### config.mk
export PLATFORM = sky130hd
export DESIGN_NAME = svsd_queue
export DESIGN_NICKNAME = d
export VERILOG_FILES = /design/src/hdl/svsd_pkg.sv /design/src/hdl/svsd_queue.sv
export SDC_FILE = /design/constraint.sdc
export NUM_CORES = 1
export LEC_CHECK = 0
export BUFFER_PORTS_ARGS = -buffer_cell sky130_fd_sc_hd__buf_4
export CAP_MARGIN = 20
export CORE_MARGIN = 5
export CORE_UTILIZATION = 55
export CTS_CLUSTER_DIAMETER = 120
export CTS_CLUSTER_SIZE = 20
export DETAILED_ROUTE_END_ITERATION = 8
export GPL_TIMING_DRIVEN = 1
export PLACE_DENSITY = 0.77
export SETUP_SLACK_MARGIN = 0.5
export SKIP_CTS_REPAIR_TIMING = 1
export SLEW_MARGIN = 10
export SYNTH_ARGS = -nofsm -noshare
export SYNTH_HDL_FRONTEND = slang
export SYNTH_SLANG_ARGS = --single-unit
export TNS_END_PERCENT = 1
### constraint.sdc
create_clock -name clock -period 4.85 [get_ports clock]
set_input_delay 0.2425 -clock clock [delete_from_list [all_inputs] [get_ports clock]]
set_output_delay 0.2425 -clock clock [all_outputs]
set_load 0.1 [all_outputs]
### src/hdl/svsd_pkg.sv
`default_nettype none

package svsd_pkg;

   // Field widths.
   localparam int unsigned VOLT_W      = 16;
   localparam int unsigned TICK_W      = 16;
   localparam int unsigned GAIN_W      = 32;
   localparam int unsigned SECTOR_W    = 3;
   localparam int unsigned MAG_W       = 32;

   // Configuration port.
   localparam int unsigned CSR_INDEX_W = 1;
   localparam int unsigned CSR_DATA_W  = 32;
   localparam logic [CSR_INDEX_W-1:0] REG_ACTIVE_PERIOD = 1'b0;
   localparam logic [CSR_INDEX_W-1:0] REG_TIME_GAIN     = 1'b1;

   // Default depth of the queue between front and back.
   localparam int unsigned QUEUE_DEPTH_DEF = 4;

   // sqrt(3)/2 in Q16.
   localparam logic [16:0] SQRT3_HALF_Q16 = 17'd56756;

   // One classified vector: sector and the two active-term magnitudes.
   typedef struct packed {
      logic [SECTOR_W-1:0] sector;
      logic [MAG_W-1:0]    mag_a;
      logic [MAG_W-1:0]    mag_b;
   } svsd_item_type;

   // Sector from the negative flags of u3, u2 and u1 (msb to lsb).
   function automatic logic [SECTOR_W-1:0] sector_of_signs(input logic [2:0] signs);
      logic [SECTOR_W-1:0] sec;
      case (signs)
         3'd1:    sec = 3'd5;
         3'd2:    sec = 3'd3;
         3'd3:    sec = 3'd4;
         3'd4:    sec = 3'd1;
         3'd5:    sec = 3'd6;
         3'd6:    sec = 3'd2;
         default: sec = 3'd0;
      endcase
      return sec;
   endfunction

endpackage

`default_nettype wire

### src/hdl/svsd_queue.sv
`default_nettype none

module svsd_queue #(
   parameter int unsigned DEPTH = svsd_pkg::QUEUE_DEPTH_DEF
) (
   input  wire logic                    clock,
   input  wire logic                    reset,
   input  wire logic                    push,
   input  svsd_pkg::svsd_item_type      push_item,
   output logic                         full,
   input  wire logic                    pop,
   output svsd_pkg::svsd_item_type      pop_item,
   output logic                         empty
);
   import svsd_pkg::*;

   localparam int unsigned PTR_W = $clog2(DEPTH);
   localparam int unsigned CNT_W = $clog2(DEPTH + 1);

   svsd_item_type       mem [DEPTH];
   logic [PTR_W-1:0]    wr_ptr_ff;
   logic [PTR_W-1:0]    wr_ptr_in;
   logic [PTR_W-1:0]    rd_ptr_ff;
   logic [PTR_W-1:0]    rd_ptr_in;
   logic [CNT_W-1:0]    cnt_ff;
   logic [CNT_W-1:0]    cnt_in;

   assign full     = (cnt_ff == CNT_W'(DEPTH));
   assign empty    = (cnt_ff == '0);
   assign pop_item = mem[rd_ptr_ff];

   // Pointer wrap and occupancy.
   always_comb begin
      wr_ptr_in = wr_ptr_ff;
      rd_ptr_in = rd_ptr_ff;
      cnt_in    = cnt_ff;
      if (push) begin
         wr_ptr_in = (wr_ptr_ff == PTR_W'(DEPTH - 1)) ? '0 : wr_ptr_ff + 1'b1;
      end
      if (pop) begin
         rd_ptr_in = (rd_ptr_ff == PTR_W'(DEPTH - 1)) ? '0 : rd_ptr_ff + 1'b1;
      end
      if (push && !pop) begin
         cnt_in = cnt_ff + 1'b1;
      end else if (pop && !push) begin
         cnt_in = cnt_ff - 1'b1;
      end
   end

   always_ff @(posedge clock) begin
      if (reset) begin
         wr_ptr_ff <= '0;
         rd_ptr_ff <= '0;
         cnt_ff    <= '0;
      end else begin
         wr_ptr_ff <= wr_ptr_in;
         rd_ptr_ff <= rd_ptr_in;
         cnt_ff    <= cnt_in;
      end
   end

   // Entry storage.
   always_ff @(posedge clock) begin
      if (push) begin
         mem[wr_ptr_ff] <= push_item;
      end
   end

endmodule

`default_nettype wire

# == After elaboration in Yosys (flattened, before gate mapping) ==
# Memories as Yosys holds them, arrays and structs flattened. A register that Yosys moved wholly into a read port is not among the register bits.
# Index checks and enable logic that the tools add are counted.
# Widths: inputs -> output; s select.
# op_classes
muxes,8
eq_ne,3
add_sub_neg,4
reduce_logical,6
# ops
operator,n
$mux 2,4
$mux 3,2
$add 2x1->2 const B,2
$eq 2x2->1 const B,2
$add 3x1->3 const B,1
$eq 3x3->1 const B,1
$logic_not 3->1,1
$sub 3x1->3 const B,1
$logic_and 1x1->1,2
$logic_not 1->1,2
$mux 1,2
$reduce_bool 2->1,1
# word_totals
output_inout_bits,69
input_bits,71
ram_bits,268
n_memories,1
regBits,7
# memory_table
memory,depth,word_bits,read_ports,rd_ports_with_merged_regs,write_ports,line,text
mem,4,67,1,1,1,svsd_queue.sv:20,svsd_item_type mem [DEPTH];

# == Logic depth before layout (Yosys ltp) ==
# Gate-level depths: netlist of the first run.
# depth
depth_word,4
mapped_depth,7
ltp_nobuf,7

# == Worst setup path after synthesis of the first run ==
# OpenSTA, ideal clock, no wires.
# synth_path
path_kind,flip-flop to output port
startpoint,register cnt_ff[1]
endpoint,output full
required_ns,4.608
path_stages_with_launch,2
path_slack_ns,2.055
arrival_ns,2.552
path_cell_list,dfxtp_1 > nor3b_1
# synth_via
elab_chain_len,1
# synth_lines
item,line,text
from (decl),svsd_queue.sv:25,logic [CNT_W-1:0] cnt_ff;
from (signal assigned),svsd_queue.sv:58,cnt_ff <= cnt_in;
$eq 3x3->1,svsd_queue.sv:28,assign full = (cnt_ff == CNT_W'(DEPTH));
to (decl),svsd_queue.sv:10,"output logic full,"
# Every way passes these cells.

==> results of run 1 <==
-- worst max-delay path by stage --
| stage | endpoint | startpoint |
|---|---|---|
| 5_1_grt | pop_item[64] | flip-flop |
| 2_1_floorplan | full | cnt_ff[1] |
| 6_report | pop_item[64] | flip-flop |
| 3_5_place_dp | pop_item[21] | flip-flop |
| 3_3_place_gp | pop_item[21] | flip-flop |
| 4_1_cts | pop_item[21] | flip-flop |
-- routing by layer --
layer  part of all wire [%]  vias to the layer above  global-route usage, %
met5                      0                        -                      0
met1                     40                     2450                   23.0
met2                     51                      155                   27.3
li1                       -                     2098                      -
met4                    1.5                        0                   3.47
met3                    7.1                       25                   4.86
-- per-stage QoR --
stage,util [%],hold WS (ns),setup slack [ns],instances,total power [W]
after CTS,65.4,-0.0709,1.89,778,0.00523
after global routing,69.2,0.0779,1.78,847,0.00541
after global placement,62.8,0.441,2.44,749,0.00385
after detailed placement,62.8,0.445,2.43,749,0.00388
after floorplan,-,0.312,2.06,394,0.00364
final,69.2,0.101,2.01,847,0.00522
-- critical path: stages, from the launching register on --
cell and delay [ns]:
dfxtp_4 0.79, buf_4 0.48, mux4_2 0.58, buf_4 0.25
-- layout by cell type (no fill, tap or decap), drive strengths merged --
cell,synthesis,final
edfxtp,268,268
buf,15,141
dlygate4sd3,0,68
mux4,67,67
clkbuf,0,28
dfxtp,9,9
nor2,7,7
ha,6,6
inv,4,4
and2,4,4
mux2i,4,4
nor3b,2,2
xor2,2,2
a21oi,2,2
diode,0,1
nor3,1,1
o21ai,1,1
or3,1,1
fa,1,1
clkinv,0,1
-- cells by family (layout without fill, tap and decap cells) --
kind of cell               count (synthesis)  after routing  synth area share, %
and+or+nand+nor                           15             15                0.765
xor gates and xnor gates                   2              2                0.173
AOI/OAI and AO/OA                          3              3                0.148
DFF                                      277            277                 81.1
other                                      0              1                    0
muxes                                     71             71                 15.3
buffers and inverters                     19            242                 1.58
adders and majority gates                  7              7                0.938
-- state kept, by name, indices dropped and copies added (netlist names), named ones only --
signal	count
cnt_ff	3
mem	268
rd_ptr_ff	2
wr_ptr_ff	2
-- power groups by stage --
stage	sequential (W)	combinational, W	clock [W]
final	0.00280	0.00106	0.00136
after global routing	0.00281	0.00110	0.00150
after CTS	0.00280	0.00103	0.00140
after detailed placement	0.00285	0.00102	0
after global placement	0.00284	0.00101	0
after floorplan	0.00282	0.000820	0
-- cell type report --
| type | instances | share of cell area [%] |
|---|---|---|
| flip-flops and latches | 277 | 65.8 |
| multi-input cells | 98 | 14.1 |
| repair buffers | 209 | 13.9 |
| clock buffers | 28 | 3.73 |
| well taps | 229 | 2.29 |
| inverters | 4 | 0.120 |
| clock inverters | 1 | 0.0400 |
| diodes | 1 | 0.0200 |
==> flow_metrics.py, run 1 <==
metrics = {
    "setup_path": {
        "worst-path-max-fanout": 33,
        "worstRegToRegCells": 2,
        "endpoint_kind": "output port",
        "r2r-start": "wr_ptr_ff[0]",
        "start_kind": "flip-flop",
        "crit_arrival_ns": 2.60,
        "r2r_setup_slack_ns": 2.93,
        "crit_required_ns": 4.61,
        "worst-setup-path-type": "reg -> out",
        "r2r_end": "mem[3][57]",
    },
    "layout": {
        "nFillCells": 1073,
        "final_area_um2": 12500,
        "syn_to_final_growth_pct": 23.4,
        "nNetsFinal": 685,
        "layout-drive-gt1-share_pct": 37.6,
        "seq_area_um2": 8240,
        "multi_input_area_um2": 1760,
    },
    "synthesis": {
        "yosys.area.top_type": "edfxtp_1",
        "yosysSeqAreaShare_pct": 81.1,
        "synth_most_common_cell": "edfxtp_1",
        "synth_area_leaders": "edfxtp_1 (79%), mux4_2 (15%), dfxtp_1 (1.8%)",
        "synth_area_um2": 10100,
        "ys_ff_latch": 277,
        "synthFlopType": "edfxtp_1",
        "synth_edf_count": 268,
        "synth_top_cell_area_share_pct": 79.3,
        "synth_cells": 394,
        "synth_nets": 472,
        "synth_commonest_cells": "edfxtp_1 (268), mux4_2 (67), dfxtp_1 (9)",
        "synth_cell_types": 20,
        "ys_warn_count": 0,
        "syn_avg_cell_area_um2": 25.7,
        "async_flop_share_pct": 0,
    },
    "drt": {
        "wl_um": 18500,
        "route.detailed.drc": 0,
        "drtIter0Drc": 215,
        "detail-route-antenna-nets": 0,
        "drt-pass1-iter-count": 4,
        "vias_per_cell": 5.58,
        "wire_per_inst_um": 21.8,
        "vias": 4728,
    },
    "floorplan": {
        "fp.dieW_um": 146,
        "die_area_um2": 21300,
        "num_rows": 49,
        "start_util_pct": 56.1,
        "core-area_um2": 18100,
        "fp.dieH_um": 146,
        "io_pins": 140,
    },
    "power_and_ir_drop": {
        "irDropWorstVdd_v": 0.000354,
        "combinationalPowerShare_pct": 20.3,
        "power_frac_clock_pct": 26.1,
        "powerDensity_nw_per_um2": 417,
        "power.share.switching_pct": 29.2,
        "pwr-share-seq_pct": 53.6,
        "internal_power_w": 0.00369,
        "p_leak_nw": 4.23,
        "p_sw_w": 0.00152,
    },
    "min_path": {
        "holdPathEnd": "wr_ptr_ff[1]",
        "hold_path.class": "in -> reg",
        "holdPathStages": 3,
        "hp-start": "push",
    },
    "timing": {
        "fmax_ghz": 0.352,
        "setup_violations": 0,
        "slew_headroom_pct": 29.8,
        "finalCritPeriodShare_pct": 58.6,
        "hold_violations": 0,
        "finalSetupTns_ns": 0,
        "tightest_slew_ns": 1.05,
        "finalClockSkew_ns": 0.0118,
        "slew_viol_final": 0,
        "post-route-min-period_ns": 2.84,
        "rsz0062_at_grt": "no",
    },
    "grt": {
        "overflow": 0,
        "grt_pass1_wl_um": 28000,
        "grt_max_degree": 68,
        "track_usage_pct": 16.7,
        "antenna_found_initial": 1,
        "grt_pass1_vias": 4836,
    },
    "placement": {
        "placed_area_um2": 11400,
        "numPortBuffers": 139,
        "dpl.hpwl_um": 10600,
        "place.gp.congestion": 0.715,
    },
    "clocking": {
        "cts_num_sinks": 277,
        "max-clock-path-buffers": 3,
        "cts_tree": "yes",
        "htree_levels": 1,
        "cts.clk_slew.worst_paths_ns": 0.08,
        "clock_latency_ns": 0.48,
        "root_buffer": "clkbuf_16",
        "cts-buffers-inserted": 17,
    },
    "run_status": {
        "run_status": "finished, final reports clean",
    },
    "run": {
        "drv_cap": 0,
    },
}
(Power assumes the default switching activity.)
==> run 2: changes to the inputs <==
ABC_AREA = 1   (was not set)
CORE_UTILIZATION = 51   (was 55)
PLACE_DENSITY = 0.75   (was 0.77)
clock period = 2.4 ns   (was 4.85 ns; I/O delays follow)
==> run 2 against run 1 <==
Critical path depth up 3; final cell count up 43%; synthesized cell count up 79%; worst setup slack worse by 1.7 ns; non-clock buffer count up 43; clock power up 100%; global-route usage up 0.91 points; clock skew down 0.0022 ns; largest power group unchanged.
==> flow_metrics.py, run 2 <==
metrics = {
    "synthesis": {
        "synthFlopType": "edfxtp_1",
        "synth_top_family_by_area": "compound AO/OA/AOI/OAI gates",
        "synth_area_um2": 10400,
        "async_flop_share_pct": 0,
        "yosysSeqAreaShare_pct": 79.0,
        "synth_commonest_cells": "edfxtp_1 (268), nor2_1 (142), o21ai_0 (134)",
        "synth_edf_count": 268,
        "synth_area_leaders": "edfxtp_1 (77%), o21ai_0 (6.4%), nor2_1 (5.1%)",
        "syn_avg_cell_area_um2": 14.7,
        "synthSimpleGateAreaFrac_pct": 5.71,
        "synth_mux_area_share_pct": 0,
        "synth_cell_types": 24,
        "synth_compound_area_share_pct": 10.8,
        "synth_cells": 707,
        "synth_most_common_cell": "edfxtp_1",
        "synth_fa_ha_area_share_pct": 0.913,
        "synth_top_cell_area_share_pct": 77.3,
        "synth_nets": 785,
        "yosys.area.top_type": "edfxtp_1",
        "synth_xor_area_share_pct": 0.0841,
        "ys_warn_count": 0,
        "ys_ff_latch": 277,
    },
    "power_and_ir_drop": {
        "p_leak_nw": 5.05,
        "combinationalPowerShare_pct": 26.8,
        "powerDensity_nw_per_um2": 801,
        "p_sw_w": 0.00362,
        "irDropWorstVdd_v": 0.000501,
        "power_frac_clock_pct": 24.1,
        "power.share.switching_pct": 31.8,
        "internal_power_w": 0.00774,
        "pwr-share-seq_pct": 49.1,
    },
    "min_path": {
        "holdPathEnd": "mem[3][41]",
        "holdPathStages": 2,
        "hp-start": "push_item[41]",
        "hold_path.class": "in -> reg",
    },
    "drt": {
        "detail-route-antenna-nets": 0,
        "route.detailed.drc": 0,
        "vias_per_cell": 5.65,
        "vias": 6848,
        "wire_per_inst_um": 21.1,
        "wl_um": 25600,
        "drt-pass1-iter-count": 4,
        "drtIter0Drc": 568,
    },
    "timing": {
        "post-route-min-period_ns": 2.05,
        "slew_headroom_pct": 34.9,
        "slew_viol_final": 0,
        "hold_violations": 0,
        "setup_violations": 0,
        "finalClockSkew_ns": 0.00958,
        "fmax_ghz": 0.487,
        "finalCritPeriodShare_pct": 85.5,
        "finalSetupTns_ns": 0,
        "tightest_slew_ns": 0.977,
        "fin_ws_ns": 0.347,
        "rsz0062_at_grt": "yes",
    },
    "clocking": {
        "cts.clk_slew.worst_paths_ns": 0.08,
        "max-clock-path-buffers": 3,
        "cts-buffers-inserted": 17,
        "cts_tree": "yes",
        "htree_levels": 1,
        "root_buffer": "clkbuf_16",
        "clock_latency_ns": 0.49,
        "cts_num_sinks": 277,
    },
    "run_status": {
        "run_status": "finished, final reports clean",
    },
    "layout": {
        "largest_reg_flops": 268,
        "syn_to_final_growth_pct": 36.2,
        "top_regs": "mem (268), cnt_ff (3)",
        "layout_commonest_cell": "edfxtp_1",
        "top_register": "mem",
        "nNetsFinal": 1015,
        "final_cell_mix": "edfxtp_1 (268), nor2_1 (138), o21ai_0 (103), buf_4 (91), dlygate4sd3_1 (70)",
        "utilization_pct": 70.3,
        "layout-drive-gt1-share_pct": 29.8,
        "nFillCells": 1275,
        "instances_no_fill": 1213,
    },
    "grt": {
        "grt_max_degree": 76,
        "overflow": 0,
        "met3_usage_pct": 4.47,
        "antenna_found_initial": 1,
        "grt_util_met2_pct": 28.1,
        "top_usage_layer": "met2",
        "use_met1_pct": 25.1,
        "track_usage_pct": 17.6,
        "grt_pass1_vias": 6098,
        "grt_pass1_wl_um": 33400,
    },
    "floorplan": {
        "core-area_um2": 20200,
        "fp.dieW_um": 153,
        "die_area_um2": 23400,
        "fp.dieH_um": 153,
        "start_util_pct": 51.6,
        "num_rows": 52,
        "io_pins": 140,
    },
    "setup_path": {
        "worstRegToRegCells": 5,
        "crit_arrival_ns": 1.93,
        "r2r-start": "wr_ptr_ff[0]",
        "worst-setup-path-type": "reg -> out",
        "worst-path-max-fanout": 8,
        "crit_buf_inv": 4,
        "crit_slowest_cell": "dfxtp_4",
        "cp_top_family": "buffers and inverters",
        "endpoint_kind": "output port",
        "crit_required_ns": 2.28,
        "worstPathCellList": "buf_12 -> buf_12 -> clkbuf_16 -> o21ai_2 -> o22ai_2 -> buf_8",
        "r2r_end": "mem[0][60]",
        "crit_top_cell": "buf_12",
        "cpPeakStageDelay_ns": 0.39,
        "r2r_setup_slack_ns": 0.55,
        "start_kind": "flip-flop",
    },
    "placement": {
        "dpl.hpwl_um": 12700,
        "numPortBuffers": 139,
        "place.gp.congestion": 0.741,
        "dpl_worst_slack_ns": 0.507,
        "dp.cells": 1091,
    },
    "run": {
        "drv_cap": 0,
    },
}
==> run 2: cell count changes after synthesis, moves of 7 or more <==
cell / before / now
buf_6: 1 / 10
clkbuf_1: 0 / 10
clkbuf_2: 0 / 7
clkbuf_4: 0 / 7
inv_1: 4 / 14
mux4_2: 67 / 0
nand2_1: 0 / 8
nor2_1: 7 / 142
o21ai_0: 1 / 134
o22ai_1: 0 / 67
==> run 2: layout make-up <==
| type | count | area [um2] | area share [%] |
|---|---|---|---|
| inverters | 16 | 91.3 | 0.644 |
| repair inverters | 2 | 41.3 | 0.291 |
| flip-flops and latches | 277 | 8230 | 58.1 |
| clock buffers | 23 | 448 | 3.16 |
| diodes | 1 | 2.50 | 0.0176 |
| clock inverters | 1 | 5.00 | 0.0353 |
| repair buffers | 252 | 2770 | 19.5 |
| well taps | 270 | 338 | 2.38 |
| multi-input cells | 371 | 2250 | 15.9 |
==> run 2: worst max-delay path by stage <==
| stage | end | slack [ns] | cells after the start |
|---|---|---|---|
| floorplan | empty | -0.14 | 1 |
| global placement | pop_item[50] | 0.51 | 4 |
| detailed placement | pop_item[35] | 0.51 | 5 |
| CTS | pop_item[56] | -0.03 | 4 |
| global route | pop_item[6] | 0.27 | 6 |
| finish | pop_item[12] | 0.35 | 6 |
==> run 2: power by group through the flow <==
stage	Clock [W]	Combinational, W	Sequential (W)
floorplan	0	0.00181	0.00568
global placement	0	0.00237	0.00568
detailed placement	0	0.00239	0.00569
CTS	0.00276	0.00239	0.00558
global route	0.00296	0.00315	0.00560
finish	0.00274	0.00304	0.00558
==> run 2: routing by layer <==
layer / share of wire (%) / wire length (um)
met1: 43 / 11100
met2: 48 / 12300
met3: 7.0 / 1810
met4: 1.7 / 447
met5: 0 / 0
==> run 2: logic make-up (layout without fill, tap and decap cells) <==
logic type / Yosys count / after routing
fa+ha+maj: 7 / 7
compound gates: 207 / 207
buf+inv: 59 / 294
flops: 277 / 277
xor+xnor: 1 / 1
simple gates: 156 / 156
other cells: 0 / 1
==> run 2: per-stage QoR <==
stage	instance area [um2]	hold WS (ns)	power (W)
2_1_floorplan	10400	0.192	0.00748
3_3_place_gp	11700	0.322	0.00805
3_5_place_dp	11700	0.323	0.00808
4_1_cts	12100	-0.183	0.0107
5_1_grt	14200	0.361	0.0117
6_report	14200	0.371	0.0114
==> run 3: changes to the inputs <==
ABC_AREA = not set   (was 1)
REMOVE_ABC_BUFFERS = 1   (was not set)
==> run 3 against run 2 <==
Critical path depth fell by 2; flip-flop and latch count did not move; clock skew fell by 0.0012 ns; sequential power barely moved; routed wire length fell by 24%; worst setup slack barely moved; final cell count fell by 25%; combinational power fell by 21%.
==> flow_metrics.py, run 3 (same netlist as run 1, synthesis figures left out) <==
metrics = {
    "floorplan": {
        "num_rows": 51,
        "io_pins": 140,
        "fp.dieW_um": 151,
        "start_util_pct": 51.9,
        "core-area_um2": 19500,
        "die_area_um2": 22800,
        "fp.dieH_um": 151,
    },
    "drt": {
        "highest_layer": "met4",
        "vias_per_cell": 5.40,
        "drt-met1-wl_um": 7650,
        "vias": 4890,
        "detail-route-antenna-nets": 0,
        "wl_met3_um": 1050,
        "wire_per_inst_um": 21.5,
        "route.met2.wl_um": 10600,
        "route.detailed.drc": 0,
        "wl_um": 19500,
        "drt-pass1-iter-count": 4,
        "drtIter0Drc": 252,
    },
    "layout": {
        "instances_no_fill": 906,
        "top_register": "mem",
        "nNetsFinal": 714,
        "layout-drive-gt1-share_pct": 40.6,
        "syn_to_final_growth_pct": 29.7,
        "final_cell_mix": "edfxtp_1 (268), buf_4 (104), dlygate4sd3_1 (69), mux4_2 (67), buf_6 (47)",
        "top_regs": "mem (268), cnt_ff (3)",
        "n_antenna_cell": 0,
        "layout_commonest_cell": "edfxtp_1",
        "nFillCells": 1237,
        "largest_reg_flops": 268,
        "utilization_pct": 67.4,
    },
    "setup_path": {
        "r2r_setup_slack_ns": 0.68,
        "r2r_end": "mem[0][44]",
        "worstRegToRegCells": 4,
        "start_kind": "flip-flop",
        "worst-setup-path-type": "reg -> out",
        "worst-path-max-fanout": 7,
        "crit_arrival_ns": 1.93,
        "crit_required_ns": 2.28,
        "r2r-start": "wr_ptr_ff[0]",
        "endpoint_kind": "output port",
    },
    "timing": {
        "setup_violations": 0,
        "post-route-min-period_ns": 2.05,
        "finalClockSkew_ns": 0.00838,
        "finalCritPeriodShare_pct": 85.6,
        "slew_viol_final": 0,
        "slew_headroom_pct": 66.3,
        "rsz0062_at_grt": "yes",
        "fmax_ghz": 0.487,
        "hold_violations": 0,
        "tightest_slew_ns": 0.506,
    },
    "power_and_ir_drop": {
        "irDropWorstVdd_v": 0.000751,
        "p_leak_nw": 4.51,
        "powerDensity_nw_per_um2": 812,
    },
    "grt": {
        "overflow": 0,
        "grt_max_degree": 32,
        "grt_pass1_vias": 4939,
        "antenna_found_initial": 0,
        "grt_pass1_wl_um": 27600,
        "track_usage_pct": 16.1,
    },
    "placement": {
        "place.gp.congestion": 0.749,
        "dp.cells": 798,
        "numPortBuffers": 139,
        "dpl.hpwl_um": 11600,
    },
    "min_path": {
        "hold_path.class": "in -> reg",
        "holdPathStages": 3,
        "hp-start": "pop",
    },
    "clocking": {
        "cts_num_sinks": 277,
        "max-clock-path-buffers": 3,
        "root_buffer": "clkbuf_16",
        "cts_tree": "yes",
        "clock_latency_ns": 0.47,
        "cts-buffers-inserted": 17,
        "cts.clk_slew.worst_paths_ns": 0.08,
        "htree_levels": 1,
    },
    "run": {
        "drv_cap": 0,
    },
    "run_status": {
        "run_status": "finished, final reports clean",
    },
}
[run 3: layout make-up]
class,count,area [um2],area share [%]
clock inverter,1,5.00,0.0380
sequential,277,8240,62.6
tap,265,332,2.52
multi-input combinational,98,1760,13.4
timing repair buffer,238,2360,17.9
clock buffer,23,448,3.40
inverter,4,15.0,0.114
[run 3: layer usage]
| layer | vias to the layer above | global-route usage, % |
|---|---|---|
| li1 | 2153 | - |
| met1 | 2582 | 21.5 |
| met2 | 133 | 28.1 |
| met3 | 22 | 3.23 |
| met4 | 0 | 2.81 |
| met5 | - | 0 |
[run 3: worst max-delay path, stage by stage, from the launching register on]
cell	delay, ns
dfxtp_4	0.38
buf_12	0.15
clkbuf_16	0.18
mux4_2	0.54
buf_6	0.21
[run 3: how the worst max path moves through the flow]
stage               slack, ns  cells past startpoint            to
global route             0.27                      4  pop_item[32]
global placement         0.59                      3  pop_item[27]
CTS                      0.07                      3  pop_item[12]
detailed placement       0.59                      3  pop_item[12]
finish                   0.35                      4   pop_item[8]
floorplan               -1.50                      1   pop_item[0]
[run 3: report_power, final]
group	internal, W	total [W]	switching, W
sequential	0.00553	0.00560	0.0000684
combinational	0.000754	0.00241	0.00165
clock	0.00131	0.00268	0.00137
[run 3: per-stage QoR]
stage / hold WS, ns / setup TNS [ns] / total power [W] / area [um2] / setup slack, ns
6_report: 0.0109 / 0 / 0.0107 / 13200 / 0.347
5_1_grt: 0.0494 / 0 / 0.0111 / 13200 / 0.274
4_1_cts: -0.177 / 0 / 0.0105 / 12000 / 0.0658
3_5_place_dp: 0.324 / 0 / 0.00787 / 11600 / 0.588
3_3_place_gp: 0.318 / 0 / 0.00784 / 11600 / 0.589
2_1_floorplan: 0.189 / -139.17 / 0.00732 / 10000 / -1.50
