`src/hdl/svsd_pkg.sv`:
```
`default_nettype none

package svsd_pkg;

   // Field widths.
   localparam int unsigned VOLT_W      = 16;
   localparam int unsigned TICK_W      = 16;
   localparam int unsigned GAIN_W      = 32;
   localparam int unsigned SECTOR_W    = 3;
   localparam int unsigned MAG_W       = 32;

   // Configuration port.
   localparam int unsigned CSR_INDEX_W = 1;
   localparam int unsigned CSR_DATA_W  = 32;
   localparam logic [CSR_INDEX_W-1:0] REG_ACTIVE_PERIOD = 1'b0;
   localparam logic [CSR_INDEX_W-1:0] REG_TIME_GAIN     = 1'b1;

   // Default depth of the queue between front and back.
   localparam int unsigned QUEUE_DEPTH_DEF = 4;

   // sqrt(3)/2 in Q16.
   localparam logic [16:0] SQRT3_HALF_Q16 = 17'd56756;

   // One classified vector: sector and the two active-term magnitudes.
   typedef struct packed {
      logic [SECTOR_W-1:0] sector;
      logic [MAG_W-1:0]    mag_a;
      logic [MAG_W-1:0]    mag_b;
   } svsd_item_type;

   // Sector from the negative flags of u3, u2 and u1 (msb to lsb).
   function automatic logic [SECTOR_W-1:0] sector_of_signs(input logic [2:0] signs);
      logic [SECTOR_W-1:0] sec;
      case (signs)
         3'd1:    sec = 3'd5;
         3'd2:    sec = 3'd3;
         3'd3:    sec = 3'd4;
         3'd4:    sec = 3'd1;
         3'd5:    sec = 3'd6;
         3'd6:    sec = 3'd2;
         default: sec = 3'd0;
      endcase
      return sec;
   endfunction

endpackage

`default_nettype wire

```
`src/hdl/svsd_ifs.sv`:
```
`default_nettype none

// Input channel: one alpha/beta voltage vector per beat.
interface svsd_req_if;
   logic                                valid;
   logic                                ready;
   logic signed [svsd_pkg::VOLT_W-1:0]  v_alpha;
   logic signed [svsd_pkg::VOLT_W-1:0]  v_beta;

   modport source (output valid, output v_alpha, output v_beta, input ready);
   modport sink   (input valid, input v_alpha, input v_beta, output ready);
endinterface


`default_nettype wire

```
`src/hdl/svsd_front.sv`:
```
`default_nettype none

module svsd_front (
   input  wire logic                    clock,
   input  wire logic                    reset,
   svsd_req_if.sink                     req_ch,
   output logic                         push,
   output svsd_pkg::svsd_item_type      push_item,
   input  wire logic                    q_full
);
   import svsd_pkg::*;

   logic                    adv;
   logic signed [17:0]      k_sqrt3;
   logic signed [33:0]      prod_in;

   logic                    f1_vld_ff;
   logic                    f1_vld_in;
   logic signed [VOLT_W-1:0] f1_b_ff;
   logic signed [VOLT_W-1:0] f1_b_in;
   logic signed [33:0]      f1_pa_ff;
   logic signed [33:0]      f1_pa_in;

   logic signed [33:0]      u0;
   logic signed [33:0]      u1;
   logic signed [33:0]      u2;
   logic signed [33:0]      b_half;
   logic signed [33:0]      n0;
   logic signed [33:0]      n1;
   logic signed [33:0]      n2;
   logic [MAG_W-1:0]        m0;
   logic [MAG_W-1:0]        m1;
   logic [MAG_W-1:0]        m2;
   logic [SECTOR_W-1:0]     sec;

   logic                    f2_vld_ff;
   logic                    f2_vld_in;
   svsd_item_type           f2_item_ff;
   svsd_item_type           f2_item_in;

   // The front moves whenever its last stage is empty or can drain into the queue.
   assign adv          = !f2_vld_ff || !q_full;
   assign req_ch.ready = adv;
   assign push         = f2_vld_ff && !q_full;
   assign push_item    = f2_item_ff;

   // Stage 1: scale alpha by sqrt(3)/2.
   assign k_sqrt3   = $signed({1'b0, SQRT3_HALF_Q16});
   assign prod_in   = 34'(req_ch.v_alpha) * 34'(k_sqrt3);
   assign f1_vld_in = req_ch.valid;
   assign f1_b_in   = req_ch.v_beta;
   assign f1_pa_in  = prod_in;

   // Stage 2: form the three terms, find the sector and pick the active magnitudes.
   always_comb begin
      b_half = 34'($signed({f1_b_ff, 15'h0}));
      u0     = 34'($signed({f1_b_ff, 16'h0}));
      u1     = f1_pa_ff - b_half;
      u2     = -f1_pa_ff - b_half;
      n0     = -u0;
      n1     = -u1;
      n2     = -u2;
      m0     = u0[33] ? n0[MAG_W-1:0] : u0[MAG_W-1:0];
      m1     = u1[33] ? n1[MAG_W-1:0] : u1[MAG_W-1:0];
      m2     = u2[33] ? n2[MAG_W-1:0] : u2[MAG_W-1:0];
      sec    = sector_of_signs({u2[33], u1[33], u0[33]});

      f2_item_in.sector = sec;
      case (sec)
         3'd1: begin
            f2_item_in.mag_a = m1;
            f2_item_in.mag_b = m0;
         end
         3'd2: begin
            f2_item_in.mag_a = m1;
            f2_item_in.mag_b = m2;
         end
         3'd3: begin
            f2_item_in.mag_a = m0;
            f2_item_in.mag_b = m2;
         end
         3'd4: begin
            f2_item_in.mag_a = m0;
            f2_item_in.mag_b = m1;
         end
         3'd5: begin
            f2_item_in.mag_a = m2;
            f2_item_in.mag_b = m1;
         end
         3'd6: begin
            f2_item_in.mag_a = m2;
            f2_item_in.mag_b = m0;
         end
         default: begin
            f2_item_in.mag_a = '0;
            f2_item_in.mag_b = '0;
         end
      endcase
   end

   assign f2_vld_in = f1_vld_ff;

   // Valid flags.
   always_ff @(posedge clock) begin
      if (reset) begin
         f1_vld_ff <= 1'b0;
         f2_vld_ff <= 1'b0;
      end else if (adv) begin
         f1_vld_ff <= f1_vld_in;
         f2_vld_ff <= f2_vld_in;
      end
   end

   // Payload registers.
   always_ff @(posedge clock) begin
      if (adv) begin
         f1_b_ff    <= f1_b_in;
         f1_pa_ff   <= f1_pa_in;
         f2_item_ff <= f2_item_in;
      end
   end

endmodule

`default_nettype wire

```
`src/flat_wrapper.sv`:
```
// flat-port wrapper written by rule: the top's interface ports become plain ports
module svsd_front_flat import svsd_pkg::*;
  (clock, reset, push, push_item, q_full, req_ch_valid, req_ch_v_alpha, req_ch_v_beta, req_ch_ready);
  svsd_req_if req_ch_i ();
  input  wire logic clock;
  input  wire logic reset;
  output logic push;
  output svsd_pkg::svsd_item_type push_item;
  input  wire logic q_full;
  input wire logic [$bits(req_ch_i.valid)-1:0] req_ch_valid;
  input wire logic [$bits(req_ch_i.v_alpha)-1:0] req_ch_v_alpha;
  input wire logic [$bits(req_ch_i.v_beta)-1:0] req_ch_v_beta;
  output wire logic [$bits(req_ch_i.ready)-1:0] req_ch_ready;
  assign req_ch_i.valid = req_ch_valid;
  assign req_ch_i.v_alpha = req_ch_v_alpha;
  assign req_ch_i.v_beta = req_ch_v_beta;
  assign req_ch_ready = req_ch_i.ready;
  svsd_front u_core (.clock(clock), .reset(reset), .req_ch(req_ch_i), .push(push), .push_item(push_item), .q_full(q_full));
endmodule
```
`config.mk`:
```
export PLATFORM = sky130hd
export DESIGN_NAME = svsd_front_flat
export DESIGN_NICKNAME = d
export VERILOG_FILES = /design/src/hdl/svsd_pkg.sv /design/src/hdl/svsd_ifs.sv /design/src/hdl/svsd_front.sv /design/src/flat_wrapper.sv
export SDC_FILE = /design/constraint.sdc
export NUM_CORES = 1
export LEC_CHECK = 0
export BUFFER_PORTS_ARGS = -buffer_cell sky130_fd_sc_hd__buf_2
export CORE_MARGIN = 2
export CORE_UTILIZATION = 30
export DETAILED_ROUTE_END_ITERATION = 8
export GPL_TIMING_DRIVEN = 0
export PLACE_DENSITY = 0.48
export SETUP_SLACK_MARGIN = 0.5
export SYNTH_ARGS = -nofsm -noshare
export SYNTH_HDL_FRONTEND = slang
export SYNTH_SLANG_ARGS = --single-unit
```
`constraint.sdc`:
```
create_clock -name clock -period 6.2 [get_ports clock]
set_clock_uncertainty 0.05 [all_clocks]
set_input_delay 0 -clock clock [delete_from_list [all_inputs] [get_ports clock]]
set_output_delay 0 -clock clock [all_outputs]
set_load 0.01 [all_outputs]
```
Word level (Yosys, flattened, before mapping)
Index checks and enable logic that the tools add are counted.
W data, S select, Z words.
{ "totals": {"in_bits": 36, "wordCells": 35, "out_inout_bits": 69, "regBits": 117} }
{ "op_classes": {"muxes": 5, "addsub": 6, "n_reduce_logical": 4, "n_mul": 1, "eq_ne": 12} }
{ "op_table": {"columns": ["operator", "n"], "rows": [
  ["$pmux W64 S6", 1],
  ["$mux W32", 3],
  ["$neg A32 Y32", 3],
  ["$sub A34 B31 Y34", 2],
  ["$neg A34 Y34", 1],
  ["$mul A16 B15 Y31 const B", 1],
  ["$eq A3 B3 Y1 const B", 6],
  ["$pmux W3 S6", 1],
  ["$eq A3 B2 Y1 const B", 4],
  ["$eq A3 B1 Y1 const B", 2],
  ["$logic_not A1 Y1", 2],
  ["$logic_and A1 B1 Y1", 1],
  ["$logic_or A1 B1 Y1", 1]
]} }

Longest topological paths before layout
Gate-level depths: netlist of run 1.
{ "depth": {"depth_word": 6, "ltp_mapped": 22, "mapped_depth_nobuf": 22} }

Worst setup path before layout of run 1
No wires, ideal clock.
{ "synth_path": {"path_kind": "input to register", "from": "input req_ch_v_alpha[11]", "to": "register u_core.f1_pa_ff[28], data pin", "stages": 22, "setup_ns": 0.258, "t_arrival_ns": 5.162, "slack_ns": 0.731, "required_ns": 5.892, "path_buffers": 0, "path_cell_list": "ha_1 > inv_1 > fa_1 > inv_1 > fa_1 > fa_1 > fa_1 > inv_1 > fa_1 > inv_1 > ha_1 > a21oi_1 > nor2b_1 > o21ai_0 > nand2b_1 > a21oi_1 > o21ai_0 > o41ai_1 > o21bai_1 > a31o_2 > a21oi_1 > xnor2_1"} }
{ "synth_via": {"elab_chain_cells": 1} }
{ "synth_lines": {"columns": ["item", "line", "text"], "rows": [
  ["start: declaration", "flat_wrapper.sv:11", "input wire logic [$bits(req_ch_i.v_alpha)-1:0] req_ch_v_alpha;"],
  ["$mul A16 B15 Y31", "svsd_front.sv:49", "assign prod_in = 34'(req_ch.v_alpha) * 34'(k_sqrt3);"],
  ["named net u_core.f1_pa_in[28]", "svsd_front.sv:22", "logic signed [33:0] f1_pa_in;"],
  ["end signal: assignment", "svsd_front.sv:118", "f1_pa_ff <= f1_pa_in;"],
  ["end: declaration", "svsd_front.sv:21", "logic signed [33:0] f1_pa_ff;"]
]} }
The timed path passes the listed nets, and every way through them passes these cells.
A chain may end at the register's enable or synchronous reset.

Worst setup path in the final report of run 1
{ "layout_path": {"from": "input req_ch_v_alpha[7]", "to": "register u_core.f1_pa_ff[28], data pin"} }
The elaborated chain is that of the path after synthesis.

==> impl_results.md, run 1 <==
* Final Hold Viols at 0
* DRC viols at 0
* Critical Path Source: req_ch_v_alpha[7]
* Post-DP HPWL at 34140 um
* Core ar. at 47450 um2
* Final RePlAce weighted congestion at 0.9506
* Starting Density at 30.17%
* Die Area at 49480 um2
* Critical Path End: u_core.f1_pa_ff[28]$_DFFE_PP_
* Post-synthesis instance area at 14310 um2
* PortBufs at 100
* Num ports at 105
* Vias in the first global route at 11454
* Die width at 222.4 um
* CP cell instances: buf_2, ha_2, inv_1, fa_1, fa_1, fa_1, inv_1, fa_1, inv_1, fa_1, inv_1, ha_1, o21a_1, a21o_1, a41oi_2, o21ai_2, o41ai_2, buf_4, o21bai_1, a31o_2, a21oi_1, xnor2_1
* Die H at 222.4 um
* Clock Pin Slew Worst Setup and Hold Paths at 0.09 ns
* DR vias at 11306
* CP most frequent cell: fa_1
* Worst EP arrival at 5.49 ns
* CTS Buffer Depth at 2
* Antenna Nets Post-Route at 0
* Post-synth EDFFs at 110
* Worst path top cell family by delay: adder cells
* Via/cell ratio at 5.014
* Critical path type: input pin to flip-flop
* TritonCTS Sinks at 112
* Global route overflow at 0
* Maxcap violations at 0
* Worst reg2reg startpoint: u_core.f1_pa_ff[2]$_DFFE_PP_
* # diodes at 0
* Hold Path Class: input pin to flip-flop
* TritonRoute pass-1 iters at 5
* Clock buffer count from CTS at 9
* Period utilization at 87.13%
* Crit path max-delay cell type: fa_1
* Clock latency on the worst-skew pair at 0.40 ns
* Global-route wire length before repair at 63740 um
* Max Fclk at 185.1 MHz
* Yosys warning count at 0
* FF-to-FF setup slack at 0.87 ns
* Area growth from synthesis to layout at 13.36%
* Post-synthesis cell type count at 91
* WP buf/inv at 6
* R2R cell count at 13
* Fin area at 16230 um2
* Place WS at -0.4048 ns
* CP Data Required Time at 6.29 ns
* Slowest stage delay, CP at 0.56 ns
* Worst slew pin tran at 0.8499 ns
* Net count, final at 1975
* Worst hold slack at 0.06019 ns
* Fillers at 4926
* Per-cell routed wire length at 17.87 um
* Initial antenna violation count at 0
* Slew headroom at 43.13%
* Synthesized flop and latch total at 112
* Root buffer cell: clkbuf_16
* Fin util at 34.20%
* Hold Crit Start: req_ch_v_alpha[2]
* Register area at 3343 um2
* Crit end category: flip-flop
* Area of the multi-input gates at 10020 um2
* Outcome: finished, final reports clean
* Share of layout cells above drive strength 1 at 10.24%
* R2R Path End: u_core.push_item[21]$_SDFFCE_PN0P_
* Max-slew violations at 0
* WP depth at 22
* Post-route setup slack at 0.7982 ns
* Startpoint types: input pin
* Placed cell areas at 15630 um2
* Num rows at 80
* Final Critical Period at 5.402 ns
* RSZ-0062 raised after global routing: true
* 1st-iter DRT viols at 698
* Avg Cell Area, Syn at 9.562 um2
* Synth async-reset ratio at 0%
* # setup viols final at 0
* GRT Overall Usage at 16.48%
* Max FO, Critical Path at 4
* Prevailing post-synth register cell: edfxtp_1
* CTS tree: done
* Final wirelength at 40290 um
* Cell count after synthesis at 1497
* Register area share after synthesis at 23.35%
* H-tree depth at 3
* Largest net degree at the start of global routing at 62
==> sequential cells by signal, summed over array words and instances (netlist names) <==
signal and count:
u_core.f1_b_ff 16, u_core.f1_pa_ff 31, u_core.f1_vld_ff 1, u_core.f2_vld_ff 1, u_core.push_item 63
==> cells by family (layout without fill, tap and decap cells) <==
kind of cell    after synthesis  after routing  synth area share (%)
compound gates              347            347                 16.48
xor+xnor                    134            134                 8.251
fa+ha+maj                   305            305                 32.72
buf+inv                     265            405                 7.106
flops                       112            112                 23.35
mux                           2              2                0.1399
other cells                   1              4               0.02620
simple gates                331            331                 11.91
==> through the flow <==
step | cells | setup TNS [ns]
after floorplan | 1500 | 0
after global placement | 2215 | -0.9092
after detailed placement | 2216 | -1.056
after CTS | 2255 | 0
after global routing | 2255 | 0
final | 2255 | 0
==> layout by cell type, fill, tap and decap left out, types with 7 or more instances in the layout <==
cell           count
xnor2_1           98
and2_1             8
nand2b_1          16
o211ai_1          12
a21oi_1           85
clkbuf_1          24
a211oi_1           8
o21ai_0           52
a22oi_1           12
xor2_1            35
nand4_1           11
nand3_1           20
o21a_1             8
nor2_1            82
nand2_1           82
clkbuf_16          9
nor3_1            31
ha_1             185
buf_2            102
buf_4              7
o31ai_1           12
o21bai_1           9
dlygate4sd3_1     21
a31oi_1           16
inv_1            228
o221ai_1          21
o22ai_1           18
nor2b_1           18
fa_1             116
and3_1            11
a21o_1            22
edfxtp_1         110
==> repair_timing <==
item / in CTS / in global routing
pin swaps: 1 / 0
resized for setup: 2 / 15
buffers inserted: 2 / 0
endpoints found under the setup margin: 5 / 18
hold buffers: 21 / 0
endpoints found under the hold margin: 20 / 0
==> metal layers <==
layer	wire, um	up-vias	GRT usage [%]
met4	908	0	4.914
met1	18490	5419	21.54
met2	19150	302	28.50
met3	1747	47	2.050
li1	-	5538	-
met5	0	-	0
==> layout make-up <==
class                           instances  share of cell area (%)
Tap cell                              615                   4.742
Multi-Input combinational cell       1123                   61.77
Clock buffer                            9                   1.388
Timing Repair Buffer                  124                   4.680
Inverter                              230                   5.343
Clock inverter                          7                  0.5166
Sequential cell                       112                   20.60
Buffer                                 35                  0.9561
==> worst min path at each step <==
| stage | to | cells after the start |
|---|---|---|
| 2_1_floorplan | push | 1 |
| 3_3_place_gp | u_core.f1_vld_ff$_SDFFE_PP0P_ | 2 |
| 3_5_place_dp | u_core.f1_b_ff[0]$_DFFE_PP_ | 1 |
| 4_1_cts | u_core.f1_pa_ff[4]$_DFFE_PP_ | 2 |
| 5_1_grt | u_core.f1_pa_ff[4]$_DFFE_PP_ | 2 |
| 6_report | u_core.f1_pa_ff[4]$_DFFE_PP_ | 2 |
==> cells in the mapped netlist, types with 9 or more instances <==
master / count / area share [%]
nand2b_1: 16 / 0.70
nor2_1: 82 / 2.2
nand3_1: 20 / 0.70
o31ai_1: 12 / 0.63
xor2_1: 35 / 2.1
o21ai_0: 53 / 1.9
o22ai_1: 18 / 0.79
o211ai_1: 12 / 0.63
clkbuf_1: 25 / 0.66
nor3_1: 31 / 1.1
a22oi_1: 12 / 0.63
ha_1: 188 / 16
nand4_1: 11 / 0.48
and3_1: 11 / 0.48
a21o_1: 22 / 1.2
xnor2_1: 98 / 6.0
o21bai_1: 9 / 0.47
edfxtp_1: 110 / 23
fa_1: 116 / 16
nand2_1: 83 / 2.2
a21oi_1: 87 / 3.0
nor2b_1: 18 / 0.79
a31oi_1: 16 / 0.70
inv_1: 229 / 6.0
o221ai_1: 21 / 1.3
Power of run 1 is left out: the tool's default activity adds up to more than one toggle a clock period on the data nets, which glitch-free logic cannot reach.
==> run 2, diff against run 1 <==
- ABC_AREA: not set -> 1
- clock period: 6.2 -> 5.3 ns (I/O delays scaled with it)
==> run 2 against run 1 <==
  * Core utilization rose by 1.1 points
  * Final area rose by 9.4%
  * Sequential cell count did not move
  * Worst hold slack got worse by 0.0067 ns
  * Final cell count rose by 25%
  * Critical endpoint unchanged
  * Via count rose by 15%
==> impl_results.md, run 2 <==
* Prevailing post-synth register cell: edfxtp_1
* Final Hold Viols at 0 (unchanged)
* Cell count after synthesis at 2002 (+34%)
* Most used routing layer: met2
* Hold Crit Start: req_ch_v_alpha[2]
* DR vias at 13049 (+15%)
* Vias in the first global route at 13229 (+15%)
* Global route overflow at 0 (unchanged)
* Startpoint types: input pin
* Simple-Gate Fraction of Synth Area at 23.58% (+12 points)
* Worst path top cell family by delay: adder cells
* Hold Path Class: input pin to flip-flop
* Count leader, synth: nand2_1
* Post-Synth Adder-Cell Area at 30.48% (-2.2 points)
* Critical path type: input pin to flip-flop
* Register area share after synthesis at 21.80% (-1.6 points)
* Fin area at 17760 um2 (+9.4%)
* # diodes at 0 (unchanged)
* TritonCTS Sinks at 112 (unchanged)
* Placed cell areas at 16760 um2 (+7.2%)
* CTS Buffer Depth at 2 (unchanged)
* Number of flip-flops in the largest register at 63 (unchanged)
* Synth async-reset ratio at 0% (unchanged)
* Post-DP HPWL at 38440 um (+13%)
* Yosys warning count at 0 (unchanged)
* Final wirelength at 44380 um (+10%)
* Post-Synth XOR/XNOR Area at 5.474% (-2.8 points)
* GRT met1 Usage at 22.51% (+0.97 points)
* Maxcap violations at 0 (unchanged)
* Area of the multi-input gates at 10820 um2 (+7.9%)
* Post-synthesis cell type count at 52 (-43%)
* CP Data Required Time at 5.38 ns (-0.91 ns)
* Max FO, Critical Path at 4 (unchanged)
* Synth top area cells: edfxtp_1 (22%), ha_1 (15%), fa_1 (15%)
* WP buf/inv at 6 (unchanged)
* PortBufs at 100 (unchanged)
* # setup viols final at 0 (unchanged)
* Net count, final at 2492 (+26%)
* Max-slew violations at 0 (unchanged)
* Die H at 230.1 um (+3.4%)
* M2 GR Usage at 29.83% (+1.3 points)
* CTS tree: done
* Met3 track demand over resource at 1.860% (-0.19 points)
* Root buffer cell: clkbuf_16
* Avg Cell Area, Syn at 7.661 um2 (-20%)
* Commonest non-fill, non-tap cell in the layout: nand2_1
* Slew headroom at 42.32% (-0.82 points)
* Clock latency on the worst-skew pair at 0.38 ns (-0.02 ns)
* 1st-iter DRT viols at 725 (+3.9%)
* Mux cell area share after synthesis at 0% (-0.14 points)
* Worst EP arrival at 4.72 ns (-0.77 ns)
* R2R cell count at 14 (+1)
* Post-synth top cells: nand2_1 (517), inv_1 (378), ha_1 (188)
* Fin util at 35.33% (+1.1 points)
* Largest net degree at the start of global routing at 65 (+4.8%)
* Final RePlAce weighted congestion at 0.8912 (-6.2%)
* RSZ-0062 raised after global routing: false
* Global-route wire length before repair at 70580 um (+11%)
* Complex-gate fraction of the synthesized area at 8.109% (-8.4 points)
* Crit end category: flip-flop
* Die Area at 52950 um2 (+7.0%)
* R2R Path End: u_core.push_item[55]$_SDFFCE_PN0P_
* Core ar. at 50270 um2 (+6.0%)
* Outcome: finished, final reports clean
* DRC viols at 0 (unchanged)
* Antenna Nets Post-Route at 0 (unchanged)
* Commonest cells after routing, fill and taps aside: nand2_1 (511), inv_1 (374), ha_1 (165), nor2_1 (150), nand3_1 (124)
* Synth top area share at 21.54% (-1.5 points)
* Die width at 230.1 um (+3.4%)
* Max Fclk at 215.7 MHz
* Worst slew pin tran at 0.8653 ns (+0.01537 ns)
* CP cell instances: clkbuf_4, ha_4, inv_4, fa_1, fa_1, inv_1, fa_1, fa_1, inv_1, fa_1, inv_1, ha_4, a21oi_4, nor2_1, a211oi_2, nor2_1, nor2_2, o31ai_4, a21oi_2, o21bai_2, buf_4, xor2_2
* H-tree depth at 3 (unchanged)
* Final Critical Period at 4.636 ns
* Via/cell ratio at 4.613 (-8.0%)
* Clock Pin Slew Worst Setup and Hold Paths at 0.08 ns (about the same)
* Fillers at 5387 (+9.4%)
* GRT Overall Usage at 17.03% (+0.54 points)
* Post-synth EDFFs at 110 (unchanged)
* Num rows at 82 (+2.5%)
* Post-synthesis instance area at 15340 um2 (+7.1%)
* TritonRoute pass-1 iters at 6 (+1)
* Area growth from synthesis to layout at 15.80%
* Clock buffer count from CTS at 9 (unchanged)
* Main combinational cell family by area after synthesis: adder cells
* Synthesized flop and latch total at 112 (unchanged)
* Hold path cells at 2 (unchanged)
* Starting Density at 30.51% (+0.34 points)
* Crit path max-delay cell type: fa_1
* Worst Hold End: u_core.f1_pa_ff[4]$_DFFE_PP_
* Leading area contributor after synthesis: edfxtp_1
* CP most frequent cell: fa_1
* Share of layout cells above drive strength 1 at 12.15% (+1.9 points)
* FF-to-FF setup slack at 1.02 ns (+0.15 ns)
* Initial antenna violation count at 0 (unchanged)
* Period utilization at 87.48%
* Worst reg2reg startpoint: u_core.f1_b_ff[15]$_DFFE_PP_
* Register area at 3343 um2 (unchanged)
* WP depth at 22 (unchanged)
* Slowest stage delay, CP at 0.51 ns (-0.05 ns)
* Num ports at 105 (unchanged)
* Per-cell routed wire length at 15.69 um (-12%)
-- run 2: changes by cell type in the layout (fill, tap and decap cells not counted), sizes merged, moves of 40 or more --
cell   change
xnor2     -79
nor2      +82
xor2      +40
nand2    +442
nand3    +105
inv      +160
-- run 2: how the worst max path moves through the flow --
stage | start | endpoint | slack, ns
CTS | req_ch_v_alpha[15] | u_core.f1_pa_ff[30]$_DFFE_PP_ | 0.44
floorplan | req_ch_v_alpha[7] | u_core.f1_pa_ff[30]$_DFFE_PP_ | 0.51
global placement | req_ch_v_alpha[15] | u_core.f1_pa_ff[30]$_DFFE_PP_ | -0.44
global route | req_ch_v_alpha[9] | u_core.f1_pa_ff[30]$_DFFE_PP_ | 0.48
finish | req_ch_v_alpha[9] | u_core.f1_pa_ff[28]$_DFFE_PP_ | 0.66
detailed placement | req_ch_v_alpha[15] | u_core.f1_pa_ff[30]$_DFFE_PP_ | -0.47
-- run 2: per-stage QoR --
stage	setup TNS (ns)	hold WS, ns	std cells	setup slack [ns]
after floorplan	0	-0.002469	2005	0.5051
after global placement	-1.776	0.1238	2777	-0.4356
after detailed placement	-1.971	0.1276	2778	-0.4652
after CTS	0	0.03450	2816	0.4448
after global routing	0	0.04079	2829	0.4752
final	0	0.05347	2829	0.6637
-- run 2: layout make-up --
cell class	count	share of cell area, %
Multi-Input combinational cell	1480	60.92
Sequential cell	112	18.82
Inverter	390	8.299
Timing Repair Buffer	136	4.826
Tap cell	672	4.734
Clock buffer	9	1.268
Buffer	23	0.8242
Clock inverter	7	0.3029
-- run 2: timing repair --
| action | in CTS | in global routing |
|---|---|---|
| setup buffers | 2 | 13 |
| setup endpoints to repair | 12 | 11 |
| gates resized for setup | 21 | 53 |
| pin swaps | 5 | 22 |
| hold buffers | 20 | 0 |
| endpoints found under the hold margin | 20 | 0 |
-- run 2: kinds of logic (layout without fill, tap and decap cells) --
| family | count (synthesis) | count (layout) |
|---|---|---|
| compound gates | 211 | 211 |
| simple gates | 866 | 866 |
| fa+ha+maj | 304 | 304 |
| buf+inv | 413 | 565 |
| other cells | 1 | 4 |
| xor+xnor | 95 | 95 |
| flops | 112 | 112 |
-- run 2: routing by layer --
metal	up-vias	part of all wire, %
met3	36	3.2
met1	6097	47
met4	0	1.5
met2	253	48
li1	6663	-
met5	-	0
Power of run 2 is left out for the same reason.
==> run 3, diff against run 2 <==
- ABC_AREA: 1 -> not set
- clock period: 5.3 -> 4.4 ns (I/O delays scaled with it)
==> run 3 against run 2 <==
  * The flow now finishes with violations (negative setup slack)
  * Setup slack got worse by 1.3 ns
  * Global-route usage rose by 0.38 points
  * Count of clock-buffer cells in the layout increased by 2
  * Final area increased by 15%
  * Die area decreased by 6.6%
  * Worst hold slack improved by 0.048 ns
  * Core utilization is 7.7 points higher
  * First-iteration DRC count is 13% lower
  * Critical path type unchanged
==> impl_results.md, run 3 (synthesis results as in run 1) <==
* Antenna Nets Post-Route at 0 (unchanged)
* Crit end category: flip-flop
* Die H at 222.4 um (-3.3%)
* Worst slew pin tran at 0.8394 ns (-0.02584 ns)
* Hold path cells at 2 (unchanged)
* Share of layout cells above drive strength 1 at 37.24% (+25 points)
* GRT Overall Usage at 17.41% (+0.38 points)
* Max Fclk at 199.0 MHz
* Largest net degree at the start of global routing at 69 (+6.2%)
* H-tree depth at 3 (unchanged)
* Initial antenna violation count at 2 (+2)
* Area growth from synthesis to layout at 42.76%
* Final wirelength at 44260 um (-0.28%)
* Place WS at -1.620 ns (-1.154 ns)
* DR vias at 12292 (-5.8%)
* Clock latency on the worst-skew pair at 0.39 ns (about the same)
* Hold Path Class: input pin to flip-flop
* Final Hold Viols at 0 (unchanged)
* Clock Pin Slew Worst Setup and Hold Paths at 0.08 ns (about the same)
* Via/cell ratio at 5.103 (+11%)
* Hold Crit Start: req_ch_v_alpha[2]
* CTS Buffer Depth at 2 (unchanged)
* RSZ-0062 raised after global routing: true
* Per-cell routed wire length at 18.37 um (+17%)
* Number of flip-flops in the largest register at 63 (unchanged)
* Failing checks: negative setup slack
* Global-route wire length before repair at 67890 um (-3.8%)
* Post-DP HPWL at 34470 um (-10%)
* Clock buffer count from CTS at 9 (unchanged)
* Period utilization at 114.2%
* FF-to-FF setup slack at 0.12 ns (-0.90 ns)
* Fin util at 43.07% (+7.7 points)
* Slew headroom at 43.56% (+1.2 points)
* CTS tree: done
* DRC viols at 0 (unchanged)
* Net count, final at 2129 (-15%)
* Post-route setup slack at -0.6261 ns (-1.290 ns)
* Num rows at 80 (-2.4%)
* Final setup TNS at -5.349 ns (-5.349 ns)
* Commonest non-fill, non-tap cell in the layout: inv_1
* Worst Hold End: u_core.f1_pa_ff[4]$_DFFE_PP_
* Root buffer cell: clkbuf_16
* 1st-iter DRT viols at 628 (-13%)
* # diodes at 0 (unchanged)
* R2R Path End: u_core.push_item[29]$_SDFFCE_PN0P_
* Max FO, Critical Path at 4 (unchanged)
* Maxcap violations at 0 (unchanged)
* Die width at 222.4 um (-3.3%)
* Fin area at 20440 um2 (+15%)
* Startpoint types: input pin
* Starting Density at 30.17% (-0.34 points)
* Die Area at 49480 um2 (-6.6%)
* TritonCTS Sinks at 112 (unchanged)
* Outcome: complete, but fails checks
* Global route overflow at 0 (unchanged)
* Max-slew violations at 0 (unchanged)
* PortBufs at 100 (unchanged)
* Vias in the first global route at 12224 (-7.6%)
* Final Critical Period at 5.026 ns
* Num ports at 105 (unchanged)
* TritonRoute pass-1 iters at 5 (-1)
* Worst reg2reg startpoint: u_core.f1_pa_ff[15]$_DFFE_PP_
* Core ar. at 47450 um2 (-5.6%)
* Commonest cells after routing, fill and taps aside: inv_1 (187), ha_1 (124), buf_4 (120), fa_1 (112), edfxtp_1 (110)
* Worst EP arrival at 5.11 ns (+0.39 ns)
* Placed cell areas at 15960 um2 (-4.8%)
* Final RePlAce weighted congestion at 0.8929 (+0.19%)
* # setup viols final at 14 (+14)
* CP Data Required Time at 4.48 ns (-0.90 ns)
* Critical path type: input pin to flip-flop
* R2R cell count at 15 (+1)
[run 3: changes by cell type in the layout (fill, tap and decap cells not counted), moves of 35 or more]
cell     change
nand2_1    -443
inv_1      -187
nand3_1    -111
buf_4       +97
nor2_1      -86
xor2_1      -52
buf_6       +46
ha_1        -41
xnor2_1     +39
xnor2_2     +35
[run 3: critical path, cell delays in order]
cell and delay (ns):
buf_12 0.11, ha_4 0.28, inv_6 0.04, fa_1 0.52
inv_2 0.04, fa_1 0.49, fa_1 0.51, fa_1 0.49
inv_1 0.05, fa_1 0.49, inv_2 0.05, ha_4 0.23
a21oi_4 0.12, nor2b_1 0.06, o21ai_1 0.13, nand2b_1 0.13
a21oi_4 0.21, buf_6 0.13, a31oi_4 0.08, or4_4 0.44
a31o_4 0.24, a21oi_4 0.16, xnor2_2 0.11
[run 3: worst max path at each step]
| stage | from | to | slack [ns] | depth (start not counted) |
|---|---|---|---|---|
| 2_1_floorplan | req_ch_v_alpha[10] | u_core.f1_pa_ff[28]$_DFFE_PP_ | -0.55 | 22 |
| 3_3_place_gp | req_ch_v_alpha[15] | u_core.f1_pa_ff[32]$_DFFE_PP_ | -1.55 | 23 |
| 3_5_place_dp | req_ch_v_alpha[15] | u_core.f1_pa_ff[32]$_DFFE_PP_ | -1.62 | 23 |
| 4_1_cts | req_ch_v_alpha[7] | u_core.f1_pa_ff[31]$_DFFE_PP_ | -0.58 | 21 |
| 5_1_grt | req_ch_v_alpha[8] | u_core.f1_pa_ff[28]$_DFFE_PP_ | -0.78 | 23 |
| 6_report | req_ch_v_alpha[8] | u_core.f1_pa_ff[31]$_DFFE_PP_ | -0.63 | 23 |
[run 3: timing repair]
action                                  4_1_cts  5_1_grt
hold buffers                                 21        0
endpoints found under the setup margin       82       83
gates resized for setup                     294      289
hold endpoints to repair                     20        0
pin swaps                                   101      165
gates cloned                                  0        3
buffers inserted                             83       70
[run 3: cell type report]
class,instances,area [um2]
fillers,4609,27010
repair buffers,278,2287
plain buffers,35,344.1
clock buffers,11,242.7
flip-flops and latches,112,3343
clock inverters,5,40.04
multi-input cells,1123,12530
well taps,615,769.5
inverters,230,882.1
[run 3: stage by stage]
step	hold slack (ns)	instances
2_1_floorplan	-0.003593	1500
3_3_place_gp	0.1232	2215
3_5_place_dp	0.1274	2216
4_1_cts	0.07392	2336
5_1_grt	0.08935	2409
6_report	0.1014	2409
[run 3: routing by layer]
layer	vias up	GRT usage [%]	part of all wire (%)
met1	5974	22.60	44
li1	5851	-	-
met2	361	29.87	48
met5	-	0	0.032
met3	102	2.023	4.1
met4	4	6.300	3.7
Power of run 3 is left out for the same reason.
